File: src/hdl/sdt_pkg.sv
`timescale 1ns / 1ps
package sdt_pkg;

    // input coordinate width (vertex fields)
    localparam int COORD_BITS = 24;
    localparam int EYE_W      = 24;
    localparam int TIME_W     = 32;
    localparam int OUT_W      = 32;
    localparam int CFG_W      = 32;
    localparam int IDX_W      = 2;

    // derived datapath widths
    localparam int DIFF_W = ((COORD_BITS > EYE_W) ? COORD_BITS : EYE_W) + 1;
    localparam int FZ_W   = DIFF_W + 2;          // 6 * |dz|
    localparam int SUM_W  = 2 * DIFF_W + 4;      // dx^2 + dy^2 + (6dz)^2
    localparam int LEN_W  = DIFF_W + 2;          // floor(sqrt(sum))
    localparam int NUM_W  = DIFF_W + 9;          // |d| * 378
    localparam int QUO_W  = 25;                  // |h| <= 378 * 2^16
    localparam int H_W    = QUO_W + 1;
    localparam int U_W    = TIME_W + 8;          // 16*T + h, signed
    localparam int FRAC_SH = 16;
    localparam int SKY_SCALE = 378;

    // result queue
    localparam int FIFO_DEPTH = 64;
    localparam int PTR_W      = $clog2(FIFO_DEPTH);
    localparam int CNT_W      = PTR_W + 1;
    localparam int RES_W      = 4 * OUT_W;

    typedef enum logic [IDX_W-1:0] {
        REG_EYE_X       = 2'd0,
        REG_EYE_Y       = 2'd1,
        REG_EYE_Z       = 2'd2,
        REG_SCROLL_TIME = 2'd3
    } t_reg_idx;

    // front to length pipeline
    typedef struct packed {
        logic [SUM_W-1:0] sum;
        logic [NUM_W-1:0] nx;
        logic [NUM_W-1:0] ny;
        logic             sx;
        logic             sy;
    } t_sq_beat;

    // length pipeline to dividers
    typedef struct packed {
        logic [LEN_W-1:0] len;
        logic [NUM_W-1:0] nx;
        logic [NUM_W-1:0] ny;
        logic             sx;
        logic             sy;
    } t_len_beat;

endpackage

File: src/hdl/sdt_front.sv
`timescale 1ns / 1ps
module sdt_front
    import sdt_pkg::*;
(
    input  logic                  i_clk,
    input  logic                  i_rst_n,
    input  logic                  i_valid,
    input  logic [COORD_BITS-1:0] i_vx,
    input  logic [COORD_BITS-1:0] i_vy,
    input  logic [COORD_BITS-1:0] i_vz,
    input  logic [EYE_W-1:0]      i_eye_x,
    input  logic [EYE_W-1:0]      i_eye_y,
    input  logic [EYE_W-1:0]      i_eye_z,
    output logic                  o_valid,
    output t_sq_beat              o_beat
);

    logic                     r_v1, r_v2, r_v3;
    logic signed [DIFF_W-1:0] r_dx, r_dy, r_dz;
    logic [2*DIFF_W-1:0]      r_sqx, r_sqy;
    logic [2*FZ_W-1:0]        r_sqz;
    logic [NUM_W-1:0]         r_nx2, r_ny2;
    logic                     r_sx2, r_sy2;
    t_sq_beat                 r_beat;

    logic [DIFF_W-1:0] ax, ay, az;
    logic [FZ_W-1:0]   fz;

    // sign extend both sides to the difference width
    function automatic logic signed [DIFF_W-1:0] diff(input logic [COORD_BITS-1:0] v,
                                                      input logic [EYE_W-1:0] e);
        logic signed [DIFF_W-1:0] a, b;
        a = $signed({{(DIFF_W-COORD_BITS){v[COORD_BITS-1]}}, v});
        b = $signed({{(DIFF_W-EYE_W){e[EYE_W-1]}}, e});
        return a - b;
    endfunction

    // valid pipe
    always_ff @(posedge i_clk) begin
        if (!i_rst_n) begin
            r_v1 <= 1'b0;
            r_v2 <= 1'b0;
            r_v3 <= 1'b0;
        end else begin
            r_v1 <= i_valid;
            r_v2 <= r_v1;
            r_v3 <= r_v2;
        end
    end

    // magnitudes; vertical axis flattened by 6
    assign ax = r_dx[DIFF_W-1] ? DIFF_W'(-r_dx) : DIFF_W'(r_dx);
    assign ay = r_dy[DIFF_W-1] ? DIFF_W'(-r_dy) : DIFF_W'(r_dy);
    assign az = r_dz[DIFF_W-1] ? DIFF_W'(-r_dz) : DIFF_W'(r_dz);
    assign fz = (FZ_W'(az) << 2) + (FZ_W'(az) << 1);

    // stage 1: differences, stage 2: products, stage 3: sum of squares
    always_ff @(posedge i_clk) begin
        r_dx <= diff(i_vx, i_eye_x);
        r_dy <= diff(i_vy, i_eye_y);
        r_dz <= diff(i_vz, i_eye_z);

        r_sqx <= (2*DIFF_W)'(ax) * (2*DIFF_W)'(ax);
        r_sqy <= (2*DIFF_W)'(ay) * (2*DIFF_W)'(ay);
        r_sqz <= (2*FZ_W)'(fz) * (2*FZ_W)'(fz);
        r_nx2 <= NUM_W'(ax) * NUM_W'(SKY_SCALE);
        r_ny2 <= NUM_W'(ay) * NUM_W'(SKY_SCALE);
        r_sx2 <= r_dx[DIFF_W-1];
        r_sy2 <= r_dy[DIFF_W-1];

        r_beat.sum <= SUM_W'(r_sqx) + SUM_W'(r_sqy) + SUM_W'(r_sqz);
        r_beat.nx  <= r_nx2;
        r_beat.ny  <= r_ny2;
        r_beat.sx  <= r_sx2;
        r_beat.sy  <= r_sy2;
    end

    assign o_valid = r_v3;
    assign o_beat  = r_beat;

endmodule

File: config.mk
export PLATFORM = sky130hd
export DESIGN_NAME = sdt_front
export DESIGN_NICKNAME = d
export VERILOG_FILES = /design/src/hdl/sdt_pkg.sv /design/src/hdl/sdt_front.sv
export SDC_FILE = /design/constraint.sdc
export NUM_CORES = 2
export LEC_CHECK = 0
export ABC_CLOCK_PERIOD_IN_PS = 12500
export BUFFER_PORTS_ARGS = -buffer_cell sky130_fd_sc_hd__clkbuf_2
export CAP_MARGIN = 20
export CORE_MARGIN = 3
export CORE_UTILIZATION = 45
export DETAILED_ROUTE_END_ITERATION = 8
export SYNTH_ARGS = -nofsm -noshare
export SYNTH_HDL_FRONTEND = slang
export SYNTH_SLANG_ARGS = --single-unit
File: constraint.sdc
create_clock -name i_clk -period 12.5 [get_ports i_clk]
set_input_delay 3.75 -clock i_clk [delete_from_list [all_inputs] [get_ports i_clk]]
set_output_delay 3.75 -clock i_clk [all_outputs]
set_load 0.05 [all_outputs]
==> results.sh <==
export IMPL_dieHeight_um=425
export IMPL_whs_endpoint="o_beat[6]$_DFF_P_"
export IMPL_io_pin_count=272
export IMPL_max_slew_margin=0.283
export IMPL_die_area_um2=181000
export IMPL_grt_max_degree=27
export IMPL_finalCriticalPeriod_ns=11.55
export IMPL_htreeDepth=2
export IMPL_ys_seq_elements=415
export IMPL_cap_violations=0
export IMPL_outcome="finished clean"
export IMPL_min_path_type="reg -> reg"
export IMPL_setup_viol_count_final=0
export IMPL_cts_buffers=52
export IMPL_hold_ws_ns=0.323
export IMPL_rr_worst_depth=43
export IMPL_grt_pass1_wl_um=327000
export IMPL_grt_pass1_vias=60600
export IMPL_synth_top_flop_cell="dfxtp_1"
export IMPL_fp_row_count=153
export IMPL_area_growth_pct=8.09
export IMPL_hold_viol=0
export IMPL_cts_resized=0
export IMPL_synth_cell_type_count=81
export IMPL_holdPathStages=0
export IMPL_nNetsFinal=11400
export IMPL_syn_area_per_cell_um2=9.51
export IMPL_yosysWarnings=0
export IMPL_critical_path_slowest_cell="o21ai_0"
export IMPL_vias_per_cell=5.05
export IMPL_finalClockSkew_ns=0.0286
export IMPL_dpl_hpwl_um=170000
export IMPL_drive_gt1_frac=0.0598
export IMPL_cts_sinks=415
export IMPL_r2r_end="r_sqz[53]$_DFF_P_"
export IMPL_layout_area_seq_um2=8310
export IMPL_critical_path_max_stage_delay_ns=0.72
export IMPL_final_cell_mix="2,292 x inv_1, 1,689 x fa_1, 944 x ha_1"
export IMPL_synth_async_reset_ratio=0
export IMPL_start_util=0.454
export IMPL_r2r_start="r_dz[1]$_DFF_P_"
export IMPL_syn_area_um2=79100
export IMPL_ant_nets=0
export IMPL_arrival_ns=12.12
export IMPL_core_um2=174000
export IMPL_cts_tree="yes"
export IMPL_r2r_slack_ns=0.95
export IMPL_post_cts_setup_buffer_count=0
export IMPL_grt_usage=0.232
export IMPL_fin_crit_sh=0.924
export IMPL_placed_area_um2=83700
export IMPL_setup_tns_ns=0
export IMPL_hp_start="r_ny2[4]$_DFF_P_"
export IMPL_crit_fanout=15
export IMPL_grt_setup_unrepaired="no"
export IMPL_drv_slew=0
export IMPL_io_buffers=269
export IMPL_final_common_cell="inv_1"
export IMPL_synth_seq_area_share=0.105
export IMPL_cts_clk_slew_worst_paths_ns=0.08
export IMPL_clk_latency_ns=0.68
export IMPL_drtIter0Drc=2852
export IMPL_critical_path_top_cell_by_count="fa_1"
export IMPL_required_ns=13.07
export IMPL_die_x_um=425
export IMPL_num_vias=55500
export IMPL_netlist_instances=8317
export IMPL_worstSetupPathType="reg -> reg"
export IMPL_antenna_found_initial=10
export IMPL_fillers=16500
export IMPL_wirelength_um=202000
export IMPL_fmax_mhz=86.6
export IMPL_synth_edf_count=0
export IMPL_clockBufferDepth=3
export IMPL_ctsHoldBuffers=0
export IMPL_cp_start_kind="flip-flop"
export IMPL_wl_per_cell_um=18.4
export IMPL_root_buffer="clkbuf_16"
export IMPL_drc_errors=0
export IMPL_grt_remaining_overflow=0
export IMPL_tightest_slew_ns=1.07
export IMPL_first_pass_iters=6
export IMPL_multi_input_comb_area_um2=61700
export IMPL_final_design_area_no_fill_um2=85500
export IMPL_routabilityCongestion=0.936
export IMPL_critPathCaptureType="flip-flop"
[kinds of logic (layout without fill, tap and decap cells)]
family,Yosys count,count (layout),synth area share
compound gates,909,909,0.0745
xor+xnor,398,398,0.0444
fa+ha+maj,2633,2633,0.577
buf+inv,2472,2780,0.118
flops,415,415,0.105
mux,5,5,0.000633
other cells,2,43,0.0000950
simple gates,1483,1483,0.0805
[metrics by stage]
| step | instances | utilization | setup slack, ns |
|---|---|---|---|
| global route | 11000 | 0.491 | 0.337 |
| global placement | 10900 | 0.480 | 1.29 |
| finish | 11000 | 0.491 | 0.953 |
| detailed placement | 10900 | 0.480 | 1.03 |
| CTS | 11000 | 0.491 | 0.962 |
| floorplan | 8353 | - | 2.20 |
[cells in the mapped netlist, types with 6 or more instances]
cell	count	area share
nor3_1	42	0.0027
and4_1	6	0.00066
clkinv_1	18	0.00085
nand2b_1	51	0.0040
nand3_1	51	0.0032
or3_1	12	0.00095
clkbuf_1	130	0.0062
a221oi_1	10	0.0011
a21oi_1	271	0.017
o211ai_1	8	0.00076
and3_1	32	0.0025
or2_2	16	0.0013
nand4_1	28	0.0022
and2_1	24	0.0019
a31oi_1	25	0.0020
o21a_1	36	0.0034
a21boi_0	19	0.0018
o31ai_1	23	0.0022
o31a_1	11	0.0012
ha_1	944	0.15
buf_2	14	0.00089
dfxtp_1	415	0.11
o21ai_0	170	0.011
nor4_1	9	0.00071
or4_1	9	0.00085
nand2_1	501	0.024
nor2_1	643	0.031
a211oi_1	20	0.0019
xnor2_1	281	0.031
a21o_1	165	0.016
nor2b_1	44	0.0035
inv_2	9	0.00043
a31o_2	6	0.00066
xor2_1	114	0.013
o41ai_1	12	0.0013
o2111ai_1	6	0.00066
inv_1	2292	0.11
o21bai_1	59	0.0056
fa_1	1689	0.43
a41o_1	9	0.0011
[state kept, by name, summed over array words and instances, names as in the netlist]
name,count
o_beat,122
r_sqz,51
r_sqx,49
r_sqy,49
r_nx2,32
r_ny2,32
r_dx,25
r_dy,25
r_dz,25
o_valid,1
r_sx2,1
r_sy2,1
r_v1,1
r_v2,1
[worst max path at each step]
stage                           startpoint           endpoint  slack [ns]  cells past startpoint
after floorplan            r_dz[0]$_DFF_P_  r_sqz[52]$_DFF_P_        2.20                     44
after global placement     r_dz[1]$_DFF_P_  r_sqz[53]$_DFF_P_        1.29                     43
after detailed placement   r_dz[1]$_DFF_P_  r_sqz[53]$_DFF_P_        1.03                     43
after CTS                  r_dz[1]$_DFF_P_  r_sqz[53]$_DFF_P_        0.96                     43
after global routing      r_dz[24]$_DFF_P_  r_sqz[53]$_DFF_P_        0.34                     40
final                      r_dz[1]$_DFF_P_  r_sqz[53]$_DFF_P_        0.95                     43
[per-layer routing]
metal | track usage | vias to the layer above | wire length (um)
met5 | 0 | - | 13
li1 | - | 25600 | -
met3 | 0.0276 | 337 | 11500
met2 | 0.402 | 1514 | 99800
met4 | 0.0819 | 2 | 7920
met1 | 0.299 | 28000 | 82800
[final cells by class]
type / instances / area share
Antenna cell: 5 / 0.000146
Inverter: 2319 / 0.102
Clock buffer: 67 / 0.0173
Clock inverter: 26 / 0.00328
Tap cell: 2325 / 0.0340
Timing Repair Buffer: 368 / 0.0244
Sequential cell: 415 / 0.0972
Multi-Input combinational cell: 5466 / 0.722
[worst max-delay path, delay by kind of cell (launching register included)]
| kind | cells | cell delay [ns] |
|---|---|---|
| buf+inv | 9 | 1.06 |
| mux | 1 | 0.23 |
| flops | 1 | 0.33 |
| simple gates | 4 | 0.77 |
| compound gates | 17 | 4.26 |
| fa+ha+maj | 10 | 4.45 |
| xor+xnor | 2 | 0.31 |
Power is not shown: default switching activity piles up to over one toggle a cycle in this logic, so the estimate is an artifact.
